## config.mk

```make
export PLATFORM = sky130hd
export DESIGN_NAME = can_rx_filter_timestamper
export DESIGN_NICKNAME = d
export VERILOG_FILES = /design/src/rtl/core/crxts_pkg.sv /design/src/rtl/core/crxts_ctrl.sv /design/src/rtl/core/crxts_dpath.sv /design/src/rtl/core/can_rx_filter_timestamper.sv
export SDC_FILE = /design/constraint.sdc
export NUM_CORES = 1
export LEC_CHECK = 0
export BUFFER_PORTS_ARGS = -buffer_cell sky130_fd_sc_hd__buf_2
export CORE_UTILIZATION = 55
export CTS_CLUSTER_DIAMETER = 120
export DETAILED_ROUTE_END_ITERATION = 10
export PLACE_DENSITY_LB_ADDON = 0.2
export SYNTH_ARGS = -nofsm -noshare
export SYNTH_HDL_FRONTEND = slang
export SYNTH_HIERARCHICAL = 1
export SYNTH_SLANG_ARGS = --single-unit
```

## constraint.sdc

```tcl
create_clock -name clk -period 6.9 [get_ports clk]
set_input_delay 0 -clock clk [delete_from_list [all_inputs] [get_ports clk]]
set_output_delay 0 -clock clk [all_outputs]
set_load 0.02 [all_outputs]
```

## src/rtl/core/crxts_pkg.sv

```systemverilog
// shared types and constants for the can receive filter and timestamper
// no dependencies; imported by crxts_ctrl, crxts_dpath and can_rx_filter_timestamper

package crxts_pkg;

    localparam int PAYLOAD_BYTES_DEF = 8;
    localparam int COUNTER_BITS_DEF  = 32;

    localparam int SAMPLE_W   = 32;
    localparam int STD_ID_W   = 12;
    localparam int IDENT_W    = 11;
    localparam int LEN_W      = 4;
    localparam int DATA_BYTES = 8;
    localparam int DATA_W     = DATA_BYTES * 8;
    localparam int TIME_W     = 64;
    localparam int REJ_W      = 32;
    localparam int CPM_W      = 8;

    localparam logic [CPM_W-1:0] CPM_RESET = 8'd72;

    // input packing
    localparam int IN_TDATA_W = 112;
    localparam int IN_TUSER_W = 3;

    // output packing
    localparam int OUT_TDATA_W = 176;
    localparam int OUT_TUSER_W = 2;

    typedef enum logic [1:0] {
        STATUS_TIME   = 2'd0,
        STATUS_ACCEPT = 2'd1,
        STATUS_REJECT = 2'd2
    } status_code_t;

    typedef struct packed {
        logic capture;
        logic div_step;
        logic rej_inc;
        logic rem_fold;
        logic total_update;
        logic out_load;
    } cmd_t;

    typedef struct packed {
        logic reject;
        logic div_done;
    } sts_t;

endpackage

```

## src/rtl/core/crxts_ctrl.sv

```systemverilog
// sequencer for the can receive filter and timestamper
// depends on crxts_pkg; drives the command word of crxts_dpath

module crxts_ctrl (
    input  logic              clk,
    input  logic              rst_n,
    input  logic              in_valid,
    output logic              in_ready,
    output logic              out_valid,
    input  logic              out_ready,
    input  crxts_pkg::sts_t   sts,
    output crxts_pkg::cmd_t   cmd
);
    import crxts_pkg::*;

    typedef enum logic [4:0] {
        S_IDLE = 5'b00001,
        S_DIV  = 5'b00010,
        S_FOLD = 5'b00100,
        S_ADD  = 5'b01000,
        S_OUT  = 5'b10000
    } state_t;

    state_t state_reg, state_next;
    logic   out_valid_reg, out_valid_next;
    logic   out_free;

    assign out_free  = !out_valid_reg || out_ready;
    assign in_ready  = (state_reg == S_IDLE);
    assign out_valid = out_valid_reg;

    always_comb
    begin
        state_next = state_reg;
        cmd        = '0;
        unique case (state_reg)
            S_IDLE:
            begin
                if (in_valid)
                begin
                    cmd.capture = 1'b1;
                    state_next  = S_DIV;
                end
            end
            S_DIV:
            begin
                // rejected frames skip the time update entirely
                if (sts.reject)
                begin
                    cmd.rej_inc = 1'b1;
                    state_next  = S_OUT;
                end
                else
                begin
                    cmd.div_step = 1'b1;
                    if (sts.div_done)
                    begin
                        state_next = S_FOLD;
                    end
                end
            end
            S_FOLD:
            begin
                cmd.rem_fold = 1'b1;
                state_next   = S_ADD;
            end
            S_ADD:
            begin
                cmd.total_update = 1'b1;
                state_next       = S_OUT;
            end
            S_OUT:
            begin
                if (out_free)
                begin
                    cmd.out_load = 1'b1;
                    state_next   = S_IDLE;
                end
            end
            default:
            begin
                state_next = S_IDLE;
            end
        endcase
    end

    always_comb
    begin
        out_valid_next = out_valid_reg;
        if (cmd.out_load)
        begin
            out_valid_next = 1'b1;
        end
        else if (out_ready)
        begin
            out_valid_next = 1'b0;
        end
    end

    always_ff @(posedge clk or negedge rst_n)
    begin
        if (!rst_n)
        begin
            state_reg     <= S_IDLE;
            out_valid_reg <= 1'b0;
        end
        else
        begin
            state_reg     <= state_next;
            out_valid_reg <= out_valid_next;
        end
    end

endmodule

```

## src/rtl/core/crxts_dpath.sv

```systemverilog
// datapath: frame filter, restoring divider, time accumulator and result register
// depends on crxts_pkg; sequenced by crxts_ctrl

module crxts_dpath #(
    parameter int PAYLOAD_BYTES = crxts_pkg::PAYLOAD_BYTES_DEF,
    parameter int COUNTER_BITS  = crxts_pkg::COUNTER_BITS_DEF
) (
    input  logic                                clk,
    input  logic                                rst_n,
    input  crxts_pkg::cmd_t                     cmd,
    output crxts_pkg::sts_t                     sts,
    input  logic                                cfg_we,
    input  logic [crxts_pkg::CPM_W-1:0]         cfg_data,
    input  logic                                in_op,
    input  logic [crxts_pkg::SAMPLE_W-1:0]      in_cycle_count,
    input  logic                                in_is_extended,
    input  logic                                in_is_remote,
    input  logic [crxts_pkg::STD_ID_W-1:0]      in_std_ident,
    input  logic [crxts_pkg::LEN_W-1:0]         in_length_code,
    input  logic [crxts_pkg::DATA_W-1:0]        in_payload,
    output logic [1:0]                          out_status,
    output logic [crxts_pkg::IDENT_W-1:0]       out_frame_ident,
    output logic [crxts_pkg::LEN_W-1:0]         out_frame_length,
    output logic [crxts_pkg::DATA_W-1:0]        out_frame_payload,
    output logic [crxts_pkg::TIME_W-1:0]        out_time_us,
    output logic [crxts_pkg::REJ_W-1:0]         out_rejected_total
);
    import crxts_pkg::*;

    localparam int CNT_W = $clog2(COUNTER_BITS);
    localparam logic [LEN_W-1:0] LEN_MAX = LEN_W'(PAYLOAD_BYTES);

    // persistent state
    logic [CPM_W-1:0]        cpm_reg;
    logic [COUNTER_BITS-1:0] last_sample_reg;
    logic [CPM_W-1:0]        carry_rem_reg;
    logic [TIME_W-1:0]       micro_total_reg;
    logic [REJ_W-1:0]        reject_count_reg;

    // per-item registers
    status_code_t            kind_reg;
    logic [COUNTER_BITS-1:0] sample_reg;
    logic [IDENT_W-1:0]      ident_reg;
    logic [LEN_W-1:0]        len_reg;
    logic [DATA_W-1:0]       data_reg;
    logic [CPM_W-1:0]        div_reg;
    logic [COUNTER_BITS-1:0] quot_reg;
    logic [CPM_W-1:0]        prem_reg;
    logic [CNT_W-1:0]        cnt_reg;
    logic                    carry_reg;

    // output register
    logic [1:0]              o_status_reg;
    logic [IDENT_W-1:0]      o_ident_reg;
    logic [LEN_W-1:0]        o_len_reg;
    logic [DATA_W-1:0]       o_data_reg;
    logic [TIME_W-1:0]       o_time_reg;
    logic [REJ_W-1:0]        o_rej_reg;

    // capture logic
    logic [COUNTER_BITS-1:0] in_sample;
    logic [COUNTER_BITS-1:0] delta;
    logic                    in_reject;
    status_code_t            in_kind;
    logic [LEN_W-1:0]        len_clamped;
    logic [DATA_W-1:0]       data_masked;
    logic [CPM_W-1:0]        div_eff;

    // divider and fold
    logic [CPM_W:0]          trial;
    logic                    trial_ge;
    logic [CPM_W:0]          trial_sub;
    logic [CPM_W:0]          fold_sum;
    logic                    fold_ge;
    logic [CPM_W:0]          fold_sub;

    assign in_sample = in_cycle_count[COUNTER_BITS-1:0];
    assign delta     = in_sample - last_sample_reg;
    assign in_reject = in_is_extended || in_is_remote || in_std_ident[STD_ID_W-1];
    assign div_eff   = (cpm_reg == '0) ? CPM_W'(1) : cpm_reg;

    always_comb
    begin
        if (!in_op)
        begin
            in_kind = STATUS_TIME;
        end
        else if (in_reject)
        begin
            in_kind = STATUS_REJECT;
        end
        else
        begin
            in_kind = STATUS_ACCEPT;
        end
    end

    assign len_clamped = (in_length_code > LEN_MAX) ? LEN_MAX : in_length_code;

    for (genvar b = 0; b < DATA_BYTES; b++)
    begin : g_mask
        assign data_masked[b*8 +: 8] =
            (LEN_W'(b) < len_clamped) ? in_payload[b*8 +: 8] : 8'h00;
    end

    assign trial     = {prem_reg, quot_reg[COUNTER_BITS-1]};
    assign trial_ge  = (trial >= {1'b0, div_reg});
    assign trial_sub = trial - {1'b0, div_reg};

    assign fold_sum  = {1'b0, carry_rem_reg} + {1'b0, prem_reg};
    assign fold_ge   = (fold_sum >= {1'b0, div_reg});
    assign fold_sub  = fold_sum - {1'b0, div_reg};

    assign sts.reject   = (kind_reg == STATUS_REJECT);
    assign sts.div_done = (cnt_reg == '0);

    always_ff @(posedge clk or negedge rst_n)
    begin
        if (!rst_n)
        begin
            cpm_reg          <= CPM_RESET;
            last_sample_reg  <= '0;
            carry_rem_reg    <= '0;
            micro_total_reg  <= '0;
            reject_count_reg <= '0;
        end
        else
        begin
            if (cfg_we)
            begin
                cpm_reg <= cfg_data;
            end
            if (cmd.rej_inc)
            begin
                reject_count_reg <= reject_count_reg + REJ_W'(1);
            end
            if (cmd.rem_fold)
            begin
                carry_rem_reg <= fold_ge ? fold_sub[CPM_W-1:0] : fold_sum[CPM_W-1:0];
            end
            if (cmd.total_update)
            begin
                micro_total_reg <= micro_total_reg + TIME_W'(quot_reg) + TIME_W'(carry_reg);
                last_sample_reg <= sample_reg;
            end
        end
    end

    always_ff @(posedge clk)
    begin
        if (cmd.capture)
        begin
            kind_reg   <= in_kind;
            sample_reg <= in_sample;
            quot_reg   <= delta;
            prem_reg   <= '0;
            cnt_reg    <= CNT_W'(COUNTER_BITS - 1);
            div_reg    <= div_eff;
            if (in_kind == STATUS_ACCEPT)
            begin
                ident_reg <= in_std_ident[IDENT_W-1:0];
                len_reg   <= len_clamped;
                data_reg  <= data_masked;
            end
            else
            begin
                ident_reg <= '0;
                len_reg   <= '0;
                data_reg  <= '0;
            end
        end
        if (cmd.div_step)
        begin
            // one quotient bit per cycle, dividend shifts out as quotient shifts in
            prem_reg <= trial_ge ? trial_sub[CPM_W-1:0] : trial[CPM_W-1:0];
            quot_reg <= {quot_reg[COUNTER_BITS-2:0], trial_ge};
            cnt_reg  <= cnt_reg - CNT_W'(1);
        end
        if (cmd.rem_fold)
        begin
            carry_reg <= fold_ge;
        end
        if (cmd.out_load)
        begin
            o_status_reg <= kind_reg;
            o_ident_reg  <= ident_reg;
            o_len_reg    <= len_reg;
            o_data_reg   <= data_reg;
            o_time_reg   <= micro_total_reg;
            o_rej_reg    <= reject_count_reg;
        end
    end

    assign out_status         = o_status_reg;
    assign out_frame_ident    = o_ident_reg;
    assign out_frame_length   = o_len_reg;
    assign out_frame_payload  = o_data_reg;
    assign out_time_us        = o_time_reg;
    assign out_rejected_total = o_rej_reg;

endmodule

```

## src/rtl/core/can_rx_filter_timestamper.sv

```systemverilog
// top level of the can receive filter and microsecond timestamper
// depends on crxts_pkg, crxts_ctrl and crxts_dpath

// Takes one item at a time. A time tick or an accepted standard data frame
// advances a 64-bit microsecond total by the cycle-counter delta divided by
// cycles_per_microsecond, with the division remainder carried between items.
// Extended, remote or out-of-range identifier frames are dropped from the time
// path and counted. A tick or accepted frame runs the restoring divider, one
// quotient bit per cycle, then the remainder fold, total update and output
// load; a rejected frame goes from capture straight to the output load.
// The result sits in an output register, so a new item can be accepted while
// the previous result waits for m_axis_tready. Configuration writes are taken
// at any time and must only be issued while the block is idle.

module can_rx_filter_timestamper #(
    parameter int PAYLOAD_BYTES = crxts_pkg::PAYLOAD_BYTES_DEF,
    parameter int COUNTER_BITS  = crxts_pkg::COUNTER_BITS_DEF
) (
    input  logic                                 clk,
    input  logic                                 rst_n,
    input  logic                                 cfg_valid,
    output logic                                 cfg_ready,
    input  logic [crxts_pkg::CPM_W-1:0]          cfg_data,      // cycles_per_microsecond
    input  logic                                 s_axis_tvalid,
    output logic                                 s_axis_tready,
    // cycle_count[31:0], std_ident[43:32], length_code[47:44], payload[111:48]
    input  logic [crxts_pkg::IN_TDATA_W-1:0]     s_axis_tdata,
    // op[0], is_extended[1], is_remote[2]
    input  logic [crxts_pkg::IN_TUSER_W-1:0]     s_axis_tuser,
    output logic                                 m_axis_tvalid,
    input  logic                                 m_axis_tready,
    // frame_ident[10:0], frame_length[14:11], frame_payload[78:15],
    // time_us[142:79], rejected_total[174:143], zero pad[175]
    output logic [crxts_pkg::OUT_TDATA_W-1:0]    m_axis_tdata,
    // status[1:0]
    output logic [crxts_pkg::OUT_TUSER_W-1:0]    m_axis_tuser
);
    import crxts_pkg::*;

    cmd_t                cmd;
    sts_t                sts;
    logic [1:0]          o_status;
    logic [IDENT_W-1:0]  o_ident;
    logic [LEN_W-1:0]    o_len;
    logic [DATA_W-1:0]   o_data;
    logic [TIME_W-1:0]   o_time;
    logic [REJ_W-1:0]    o_rej;

    assign cfg_ready = 1'b1;

    crxts_ctrl u_ctrl (
        .clk       (clk),
        .rst_n     (rst_n),
        .in_valid  (s_axis_tvalid),
        .in_ready  (s_axis_tready),
        .out_valid (m_axis_tvalid),
        .out_ready (m_axis_tready),
        .sts       (sts),
        .cmd       (cmd)
    );

    crxts_dpath #(
        .PAYLOAD_BYTES (PAYLOAD_BYTES),
        .COUNTER_BITS  (COUNTER_BITS)
    ) u_dpath (
        .clk                (clk),
        .rst_n              (rst_n),
        .cmd                (cmd),
        .sts                (sts),
        .cfg_we             (cfg_valid & cfg_ready),
        .cfg_data           (cfg_data),
        .in_op              (s_axis_tuser[0]),
        .in_cycle_count     (s_axis_tdata[31:0]),
        .in_is_extended     (s_axis_tuser[1]),
        .in_is_remote       (s_axis_tuser[2]),
        .in_std_ident       (s_axis_tdata[43:32]),
        .in_length_code     (s_axis_tdata[47:44]),
        .in_payload         (s_axis_tdata[111:48]),
        .out_status         (o_status),
        .out_frame_ident    (o_ident),
        .out_frame_length   (o_len),
        .out_frame_payload  (o_data),
        .out_time_us        (o_time),
        .out_rejected_total (o_rej)
    );

    assign m_axis_tdata = {1'b0, o_rej, o_time, o_data, o_len, o_ident};
    assign m_axis_tuser = o_status;

endmodule
```

Yosys cells after proc, flatten, opt, wreduce, memory -nomap -nowiden
Index checks and enable logic that the tools add are counted.

word-level totals
  flip-flop bits (word level) = 494
  bits of input ports = 128
  output and inout port bits = 181
  word-level logic and storage cells = 103

cells by class
  add/subtract/negate cells = 8
  magnitude comparators = 11
  eq/ne operators = 10
  muxes and demuxes = 27
  reduce and logical (&&, ||, !) cells = 17

operators by type and width
  kind                                                                          number
  64-bit by 1-bit adder with 64-bit output                                      1
  64-bit by 32-bit adder with 64-bit output                                     1
  32-bit 2-to-1 mux                                                             2
  32-bit by 1-bit adder with 32-bit output (second input constant)              1
  8-bit 2-to-1 mux                                                              4
  32-bit subtractor                                                             1
  5-bit 2-to-1 mux                                                              6
  5-bit case mux with 5 select lines                                            1
  9-bit by 8-bit >= comparator with 1-bit output                                2
  3-bit by 4-bit less-than comparator with 1-bit output (first input constant)  4
  2-bit AND reduction                                                           8
  8-bit subtractor                                                              2
  1-bit 2-to-1 mux                                                              10
  8-bit by 8-bit adder with 9-bit output                                        1
  8-bit logical NOT                                                             1
  1-bit by 4-bit less-than comparator with 1-bit output (first input constant)  2
  2-bit by 4-bit less-than comparator with 1-bit output (first input constant)  2
  2-bit 2-to-1 mux                                                              3
  5-bit by 1-bit equality test with 1-bit output (second input constant)        1
  5-bit by 2-bit equality test with 1-bit output (second input constant)        1
  5-bit by 3-bit equality test with 1-bit output (second input constant)        1
  5-bit by 4-bit equality test with 1-bit output (second input constant)        1
  5-bit equality test (second input constant)                                   1
  5-bit logical NOT                                                             1
  12 further kinds                                                              15

Logic depth before layout (Yosys ltp)
Gate-level depths: netlist of the first run.

  word-level depth = 6
  depth in mapped cells = 14
  depth with buffers taken out = 14

Cells and area by module
Netlist of the first run, hierarchy kept.

by module, submodules not included
  module                     times used  cells an instance  area an instance (um2)  seq. area each (um2)
  crxts_dpath                1           1733               22017.4                 13935.9
  crxts_ctrl                 1           44                 404.1                   151.4
  can_rx_filter_timestamper  1           4                  22.5                    0.0

Least setup slack after synthesis of the first run
OpenSTA, ideal clock, no wires.

  path type = reg2reg
  start = register u_ctrl.state_reg[3]
  end = register u_dpath.cnt_reg[0], enable pin
  data arrival time = 4673 ps
  path slack = 1844 ps
  cell stages (with the launch flop) = 5
  path through = dfrtp_1 > buf_6 > nor3_1 > and3_1 > or2_2

RTL lines
  item                      line                RTL
  start: declaration        crxts_ctrl.sv:24    state_t state_reg, state_next;
  start signal: assignment  crxts_ctrl.sv:109   state_reg <= state_next;
  end signal: assignment    crxts_dpath.sv:157  cnt_reg <= CNT_W'(COUNTER_BITS - 1);
  end signal: assignment    crxts_dpath.sv:177  cnt_reg <= cnt_reg - CNT_W'(1);
  end: declaration          crxts_dpath.sv:49   logic [CNT_W-1:0] cnt_reg;

Worst setup path in the final report of the first run
  start = register u_dpath.prem_reg[0]
  end = register u_dpath.carry_rem_reg[5]

between the ends
  word-level cells in the longest chain between the ends = 3

ends and longest elaborated chain
  item                                            line                RTL
  start: declaration                              crxts_dpath.sv:48   logic [CPM_W-1:0] prem_reg;
  start signal: assignment                        crxts_dpath.sv:175  prem_reg <= trial_ge ? trial_sub[CPM_W-1:0] : trial[CPM_W-1:0];
  8-bit by 8-bit adder with 9-bit output          crxts_dpath.sv:110  assign fold_sum = {1'b0, carry_rem_reg} + {1'b0, prem_reg};
  9-bit by 8-bit >= comparator with 1-bit output  crxts_dpath.sv:111  assign fold_ge = (fold_sum >= {1'b0, div_reg});
  named net u_dpath.fold_ge                       crxts_dpath.sv:74   logic fold_ge;
  8-bit 2-to-1 mux                                crxts_dpath.sv:139  carry_rem_reg <= fold_ge ? fold_sub[CPM_W-1:0] : fold_sum[CPM_W-1:0];
  end signal: assignment                          crxts_dpath.sv:139
  end: declaration                                crxts_dpath.sv:36   logic [CPM_W-1:0] carry_rem_reg;

The timed path passes the listed nets, and every way through them passes these cells.
A chain may end at the register's enable or synchronous reset.

==> out/results.txt, run 1 <==
Counting every instance in the synthesized netlist gives 1781. The synthesized design spends more area on one cell type than any other, namely edfxtp_1. For the total count of max-transition violations in the final report, the log shows 0. In the synthesized netlist, the cells that appear most often are edfxtp_1, nand2_1, dfrtp_1, a21oi_1, ha_1. The maximum level of the CTS H-tree came out at 2. Timing analysis after detailed placement gives a worst setup slack of 3090 ps.

The logs give 0.000245 V for the worst-case vdd ir drop and 21.7 ps for the worst clock skew on the final layout. Once the floorplan was initialized, standard cells occupied 56.1% of the core. Setup repair after global routing left no endpoint under its margin. In this run the biggest area consumer among cell types represents 46.0% of the synthesized area.

The region available for standard cell placement spans 40000 µm². Measured on the finished design, the core utilization comes to 69.1%. The root buffer cell chosen for the clock tree is clkbuf_16. The first-pass GRT wire length was 81.6 mm. The die height was 204 µm.

The wire-length estimate of the detail-placed layout is 34.7 mm. Relative to the synthesized area, the layout overhead comes to 23.1%. The transition time of the tightest slew-check pin is 1150 ps.

STA classifies the critical path endpoint as a register. For this run, the number of Yosys warnings is 6. TritonCTS built the clock tree. Yosys instantiated no cell more often than edfxtp_1. After synthesis the cells add up to 22400 µm². STA puts the critical path data arrival time at 4370 ps. The tools report the antenna violation net count after detailed routing as 0. The post-synthesis sequential area ratio is 62.8%, and the net count reported at finish is 2460. In this run the static leakage power is 11.8 nW. The number of clock buffers added by TritonCTS is 50.

In the final layout, the share of cells above drive strength 1 is 19.9%. In the final routed layout, each cell accounts on average for 18.4 µm. The synthesized net count was 2003; the pin count of the biggest net entering global routing was 93. Dividing the final minimum period by the clock period gives 56.4%. The category of the most critical setup path was register to register. The clock-pin transition on the worst setup and hold timing paths is 60 ps. The run gives 0 as the total congestion overflow after global routing. The most used flip-flop cell after synthesis is edfxtp_1. For the smallest setup slack after layout, the log shows 3010 ps. Counting the fill cells in the layout gives 2795.

Data on the critical path is required at its endpoint by 7380 ps. The number of placement rows is 73, and the count of state elements after synthesis is 494. The overall fraction of global-route tracks in use is 25.0%. Nature of the critical path startpoint: a register. Share of flip-flops with an asynchronous set or reset: 30.4%. The number of antenna violations at the first check in global routing is 3, and the largest incremental delay on the critical path is 700 ps.

Gates resized during post-CTS repair numbered 0. The vias after detailed routing was 15600; the die width was 204 µm. The total count of hold-check failures in the final report was 0. The class of the most critical hold timing path was primary input to asynchronous set/reset pin. The smallest clock period supported by the final layout is computed as 3890 ps. In this design, the critical path's most frequently occurring cell is ha_1. The count of distinct cell types in the synthesized netlist is 84.

The design draws 0.00786 W. For this run, design rule violations remaining after detail routing come to 0. The tools report the number of global-route vias before repair as 15600. For the I/O pin count, the log shows 309. Based on the critical path, the design can be clocked at up to 257 MHz.

For the total of max-cap violations, the log shows 0. The critical path goes through ha_1 > fa_1 > a21o_1 > a21oi_1 > nor2b_1 > o21ai_1 > nand2b_1 > xor2_1 > ha_1 > nand4_1 > o21ai_0 > a311oi_2 > nand2_1 > a221o_1. Ranked by total cell area, the synthesized netlist is headed by edfxtp_1, dfrtp_1, ha_1. The count of buffers added on input and output ports is 306. Routability-driven placement finished with a final weighted congestion of 0.903. Number of detailed-routing iterations run before antenna repair: 5. The peak fanout along the critical path came out at 10.

Yosys mapped a number of flops with a built-in enable equal to 344. The slowest stage of the critical path is the a311oi_2 cell. The clock passes through at most 3 buffers. The run finished with clean final reports. Adding up every negative setup slack in the final design gives 0 ps. For this block, the initial DRC count from the detailed router was 987. The clock drives 494 sinks. The clock network latency to the later pin of the worst-skew pair is 600 ps, and the full die area is 41600 µm². After detailed routing, the number of vias per cell comes to 5.57. In this run the tightest slew margin relative to its limit is 23.4%. The average size of a mapped cell is 12.6 µm², and the total power density per cell area is 285 nW/µm². Final hold slack: 47.1 ps. The run gives 51.8 mm as the wire length after detailed routing.

Setup violations remaining at the end of the flow were counted as 0.
cell type report:
type / count / area (µm²) / area share, %
sequential: 494 / 14100 / 51.0
multi-input combinational: 1154 / 7850 / 28.4
timing repair buffer: 461 / 3060 / 11.1
clock buffer: 61 / 1320 / 4.79
tap: 525 / 657 / 2.38
clock inverter: 33 / 349 / 1.26
inverter: 77 / 289 / 1.05
antenna: 3 / 7.51 / 0.0272
kinds of logic (layout without fill, tap and decap cells):
logic type	count (synthesis)	after routing	share of synthesized area, %
flip-flops	494	494	62.8
XOR/XNOR	121	121	4.72
buffers and inverters	133	632	2.38
AND/OR/NAND/NOR	537	537	12.5
other	2	5	0.0335
multiplexers	39	39	1.93
adder cells (fa/ha/maj)	94	94	5.44
AO/OA/AOI/OAI	361	361	10.3
through the flow:
step / cell area [µm²] / cells
after global placement: 24500 / 2566
after floorplan: 22400 / 1781
after detailed placement: 24500 / 2566
after global routing: 27600 / 2808
after CTS: 27600 / 2805
final: 27600 / 2808
cells in the final DEF (no fill, tap or decap), types with 7 or more instances in the layout:
master	synthesis	layout
o211ai_1	7	7
xnor2_1	76	76
o21bai_1	7	7
and2_1	68	68
mux2_2	34	34
clkbuf_16	0	50
and3_1	46	45
clkinv_2	0	9
xor2_1	45	45
o21ai_1	28	28
nor2b_1	29	29
nor2_1	81	79
edfxtp_1	344	344
nor3b_1	8	8
a211oi_1	7	7
nor3_1	30	30
a21oi_1	95	95
clkbuf_1	41	8
nand3_1	42	42
dlygate4sd3_1	0	145
buf_4	4	10
nand4_1	27	27
buf_2	4	305
inv_1	76	76
o21a_1	23	23
dfrtp_1	147	147
ha_1	88	88
nand2_1	159	159
nand2b_1	11	11
a31oi_1	12	12
clkinv_1	1	9
o31ai_1	16	16
a21o_1	35	35
o21ai_0	78	78
repair_timing:
item | CTS | global route
setup buffers | 0 | 0
endpoints found under the hold margin | 216 | 0
hold buffers | 145 | 0
critical path, delay by kind of cell (launching register included):
family	cells	cell delay [ps]
AO/OA/AOI/OAI	6	1690
XOR/XNOR	1	180
adder cells (fa/ha/maj)	3	990
AND/OR/NAND/NOR	4	460
flip-flops	1	440
layer usage:
layer / track usage [%] / part of all wire, %
met5: 0 / 0
met4: 8.74 / 2.6
met3: 3.57 / 5.4
met2: 42.2 / 49
met1: 33.3 / 43
final timing paths:
kind / start / to / slack [ps] / cells after the start
max: u_dpath/prem_reg[0] / u_dpath/carry_rem_reg[5] / 3010 / 14
max reg2reg: u_dpath/prem_reg[0] / u_dpath/carry_rem_reg[5] / 3010 / 14
min reg2reg: u_dpath/data_reg[9] / u_dpath/out_frame_payload[9] / 410 / 0
min in group clk: s_axis_tdata[47] / u_dpath/len_reg[3] / 50 / 2
max in group asynchronous: rst_n / u_dpath/micro_total_reg[7] / 5480 / 3
min: rst_n / u_dpath/reject_count_reg[16] / 50 / 2
power by group:
| group | switching [W] | total (W) | internal, W |
|---|---|---|---|
| registers | 0.000140 | 0.00374 | 0.00360 |
| logic | 0.000890 | 0.00139 | 0.000500 |
| clock network | 0.00116 | 0.00273 | 0.00157 |
Note: power is estimated with default switching activity, not from simulation.
==> run 2: changes to the inputs <==
--- a/config.mk
+++ b/config.mk
@@ -5,6 +5,7 @@
 export SDC_FILE = /design/constraint.sdc
 export NUM_CORES = 1
 export LEC_CHECK = 0
+export ABC_AREA = 1
 export BUFFER_PORTS_ARGS = -buffer_cell sky130_fd_sc_hd__buf_2
 export CORE_UTILIZATION = 55
 export CTS_CLUSTER_DIAMETER = 120
==> constraint.sdc (replaced) <==
create_clock -name clk -period 3.8 [get_ports clk]
set_input_delay 0 -clock clk [delete_from_list [all_inputs] [get_ports clk]]
set_output_delay 0 -clock clk [all_outputs]
set_load 0.02 [all_outputs]
==> out/results.txt, run 2 <==
The flow ran to the end, and the final reports show no timing, DRC or antenna violations. Share of the synthesized area in the top cell type: 42.2% (-3.8 points). Vias after detailed routing: 19600 (+25%). The number of standard cells in the layout, taps in and fillers out is 3773 (+34%), and the number of placement rows is 76 (+4.1%).

The run gives 0 (unchanged) as the antenna violation net count after detailed routing. The largest incremental delay on the critical path was 430 ps (-270 ps); the die height was 213 µm (+4.4%). STA classifies the critical path endpoint as a register.

The total power of the final layout was 0.0148 W (+89%); the worst-case vdd ir drop was 0.000482 V (+97%). The run gives 3366 (+37%) as the net count reported at finish. The average size of a mapped cell was 9.24 µm² (-27%). STA classifies the critical path startpoint as a register.

The logs give 0.931 (+3.1%) for the placer congestion estimate and 122 (+31%) for the pin count of the biggest net entering global routing. In the layout the commonest cells are nand2_1, inv_1, edfxtp_1. For the number of warnings reported in the yosys synthesis log, the log shows 6 (unchanged). Peak fanout along the critical path: 12 (+2). TritonCTS built the clock tree. The shortest clock period the worst path allows after layout was 3370 ps (-526 ps). The synthesized netlist cell count is 2647 (+49%), and the wire length after detailed routing is 63.0 mm (+22%). The worst path arrival time came out at 3880 ps (-490 ps). The logs give 8670 µm² (+11%) for the multi-input gate area in the final layout and 2869 (+43%) for the synthesized net count.

The slowest stage of the critical path belongs to the cell edfxtp_1. The number of buffer cells added on primary ports is 306 (unchanged). The logs give 45300 µm² (+8.9%) for the full die area and 1589 (+61%) for the DRC violation total after the first TritonRoute iteration.

The fraction of met3 tracks used by global routing was 3.31% (-0.26 points); the combined area of all synthesized cells was 24500 µm² (+9.0%). Area inside the core boundary: 43500 µm² (+8.6%). Among all cell types in the netlist, the one instantiated most often is nand2_1.

The worst clock skew on the final layout came out at 25.8 ps (+4.05 ps). Routed via count divided by cell count: 5.18 (-6.9%). The number of flops mapped to enable cells by yosys came out at 344 (unchanged). The count of state elements after synthesis is 494 (unchanged). Among the stages of the critical path, the cell type that occurs most often is nand2_1. The clock-pin transition on the worst setup and hold timing paths is 60 ps (about the same). The library cell with the largest summed area after synthesis was edfxtp_1. The layout cell share with drive strength beyond 1 came out at 14.7% (-5.2 points).

The clock network latency to the later pin of the worst-skew pair is 600 ps (about the same). The tools report the number of global-route vias before repair as 19200 (+23%). The logs give 37.0% (+3.8 points) for the global-route track usage on met1 and 4310 ps (-3070 ps) for the critical path required time.

The buffer levels on the longest clock path is 3 (unchanged). The total count of hold-check failures in the final report was 0 (unchanged); the DRC violations left was 0 (unchanged). Post-synthesis sequential area ratio: 57.6% (-5.2 points). Among all flip-flop cells after synthesis, the most frequent one is edfxtp_1. The tools report the maximum level of the CTS H-tree as 2 (unchanged). The overall fraction of global-route tracks in use was 28.1% (+3.1 points).

Sorting the synthesized cells by area gives the leading types as edfxtp_1, dfrtp_1, nand2_1. The total of max-cap violations is 0 (unchanged). The total count of max-transition violations in the final report is 0 (unchanged). The share of flip-flops with an asynchronous set or reset was 30.4% (unchanged); the number of buffers added by the clock tree synthesis step was 50 (unchanged). The run gives 27.7% (+4.3 points) as the relative slew slack. The logs give 14.0 nW (+18%) for the leakage dissipation and 14100 µm² (unchanged) for the storage element area.

The global-route track usage on met2 was 47.1% (+4.9 points). The signal on the critical path passes through ha_1 > fa_1 > nand3_1 > nand2_1 > nand2_1 > nand3_1 > xor2_1 > inv_1 > ha_1 > nand2_1 > nor2_1 > nand4_1 > nand3b_1 > nor2_2 > nand2_1 > nand2_1 > nand2_1 > o21ai_0. The share of the cycle needed by the critical path after routing is 88.6% (+32 points). The tools report the cell count after placement as 3506 (+37%). Category of the most critical setup path: register to register. The tools report the maximum achievable frequency as 297 MHz (+16%).

Total power density per cell area: 492 nW/µm² (+73%). The number of antenna violations at the first check in global routing is 2 (-1), and the die width is 213 µm (+4.4%). The tools report the first-pass GRT wire length as 98.9 mm (+21%). Filler cell count: 3319 (+19%).

For the count of distinct cell types in the synthesized netlist, the log shows 50 (-40%). Setup repair after global routing left no endpoint under its margin. The most heavily used metal layer in global routing was met2. The number of sinks driven by the clock tree was 494 (unchanged); the HPWL after detailed placement was 44.0 mm (+27%). By count the netlist is led by nand2_1, inv_1, edfxtp_1, nor2_1, dfrtp_1.

CTS placed an instance of clkbuf_16 at the clock tree root. The tools report the I/O pin count as 309 (unchanged). The path class of the tightest hold or removal check is primary input to register.

Transition time of the tightest slew-check pin: 1090 ps (-64.6 ps). The detail-routed net length per standard cell is 16.7 µm (-9.5%), and the post-synthesis to final-layout area growth is 23.3%. The starting density of the core is 56.3% (+0.19 points). The final count of negative-setup-slack endpoints was 0 (unchanged); the count of instances resized after the clock tree is built was 0 (unchanged). The run gives 0 (unchanged) as the total congestion overflow after global routing.

Leading cell type in the layout, fill and taps excluded: nand2_1. The run gives 7 (+2) as the number of detailed-routing iterations run before antenna repair.
## run 2: cell count changes after synthesis, moves of 45 or more
cell	change
and2_1	-66
nand2_1	+601
nand3_1	+94
and3_1	-45
nor2_1	+155
inv_1	+330
## run 2: layer usage
metal / vias to the layer above / wire [µm]
li1: 9591 / -
met2: 590 / 30200
met1: 9233 / 27300
met3: 145 / 3030
met4: 0 / 2460
met5: - / 0
## run 2: area by class of cell
| type | count | share of cell area (%) |
|---|---|---|
| diodes | 2 | 0.0166 |
| clock buffers | 64 | 4.62 |
| clock inverters | 30 | 1.21 |
| inverters | 411 | 5.12 |
| multi-input cells | 1699 | 28.7 |
| flip-flops and latches | 494 | 46.7 |
| well taps | 585 | 2.43 |
| repair buffers | 488 | 11.2 |
## run 2: path summary, 6_finish.rpt
check                           cells past startpoint                 start                             to  slack (ps)
worst max register to register                     18   u_dpath/prem_reg[0]       u_dpath/carry_rem_reg[2]         430
worst min-delay path                                2      s_axis_tdata[15]         u_dpath/sample_reg[15]         150
worst max-delay path                               18   u_dpath/prem_reg[0]       u_dpath/carry_rem_reg[2]         430
min in group asynchronous                           3                 rst_n    u_dpath/last_sample_reg[10]         470
max in group asynchronous                           4                 rst_n    u_dpath/last_sample_reg[15]        1700
worst min register to register                      0  u_dpath/data_reg[24]  u_dpath/out_frame_payload[24]         410
## run 2: metrics by stage
step	utilization [%]	instance area (µm²)	setup TNS [ps]	worst slack [ps]	hold WS (ps)
2_1_floorplan	-	24500	-2130	-47.3	-296
3_3_place_gp	61.4	26700	0	566	35.0
6_report	69.4	30200	0	432	145
5_1_grt	69.4	30200	0	83.8	140
4_1_cts	69.4	30200	0	456	116
3_5_place_dp	61.4	26700	0	472	38.8
## run 2: what timing repair did
| item | CTS | global route |
|---|---|---|
| hold buffers | 171 | 0 |
| endpoints found under the hold margin | 232 | 0 |
| setup buffers | 0 | 0 |
## run 2: cells by family (layout without fill, tap and decap cells)
group	count (synthesis)	count (layout)	share of synthesized area (%)
AOI/OAI and AO/OA	238	238	5.10
other	2	4	0.0307
DFF	494	494	57.6
and+or+nand+nor	1292	1292	22.6
muxes	3	3	0.138
adders and majority gates	94	94	4.99
xor gates and xnor gates	70	70	2.54
buffers and inverters	454	993	7.06
## run 2: where the power goes
| group | internal [W] | leakage, nW | total, W | switching (W) |
|---|---|---|---|---|
| clock | 0.00304 | 0.861 | 0.00516 | 0.00212 |
| sequential | 0.00658 | 5.25 | 0.00689 | 0.000315 |
| combinational | 0.000942 | 7.85 | 0.00279 | 0.00185 |
## run 2: worst max-delay path: cells and delay by family, from the launching register on
kind	cells	cell delay, ps
flip-flops	1	430
adder cells (fa/ha/maj)	3	1000
buffers and inverters	1	90
AND/OR/NAND/NOR	12	1380
AO/OA/AOI/OAI	1	170
XOR/XNOR	1	220
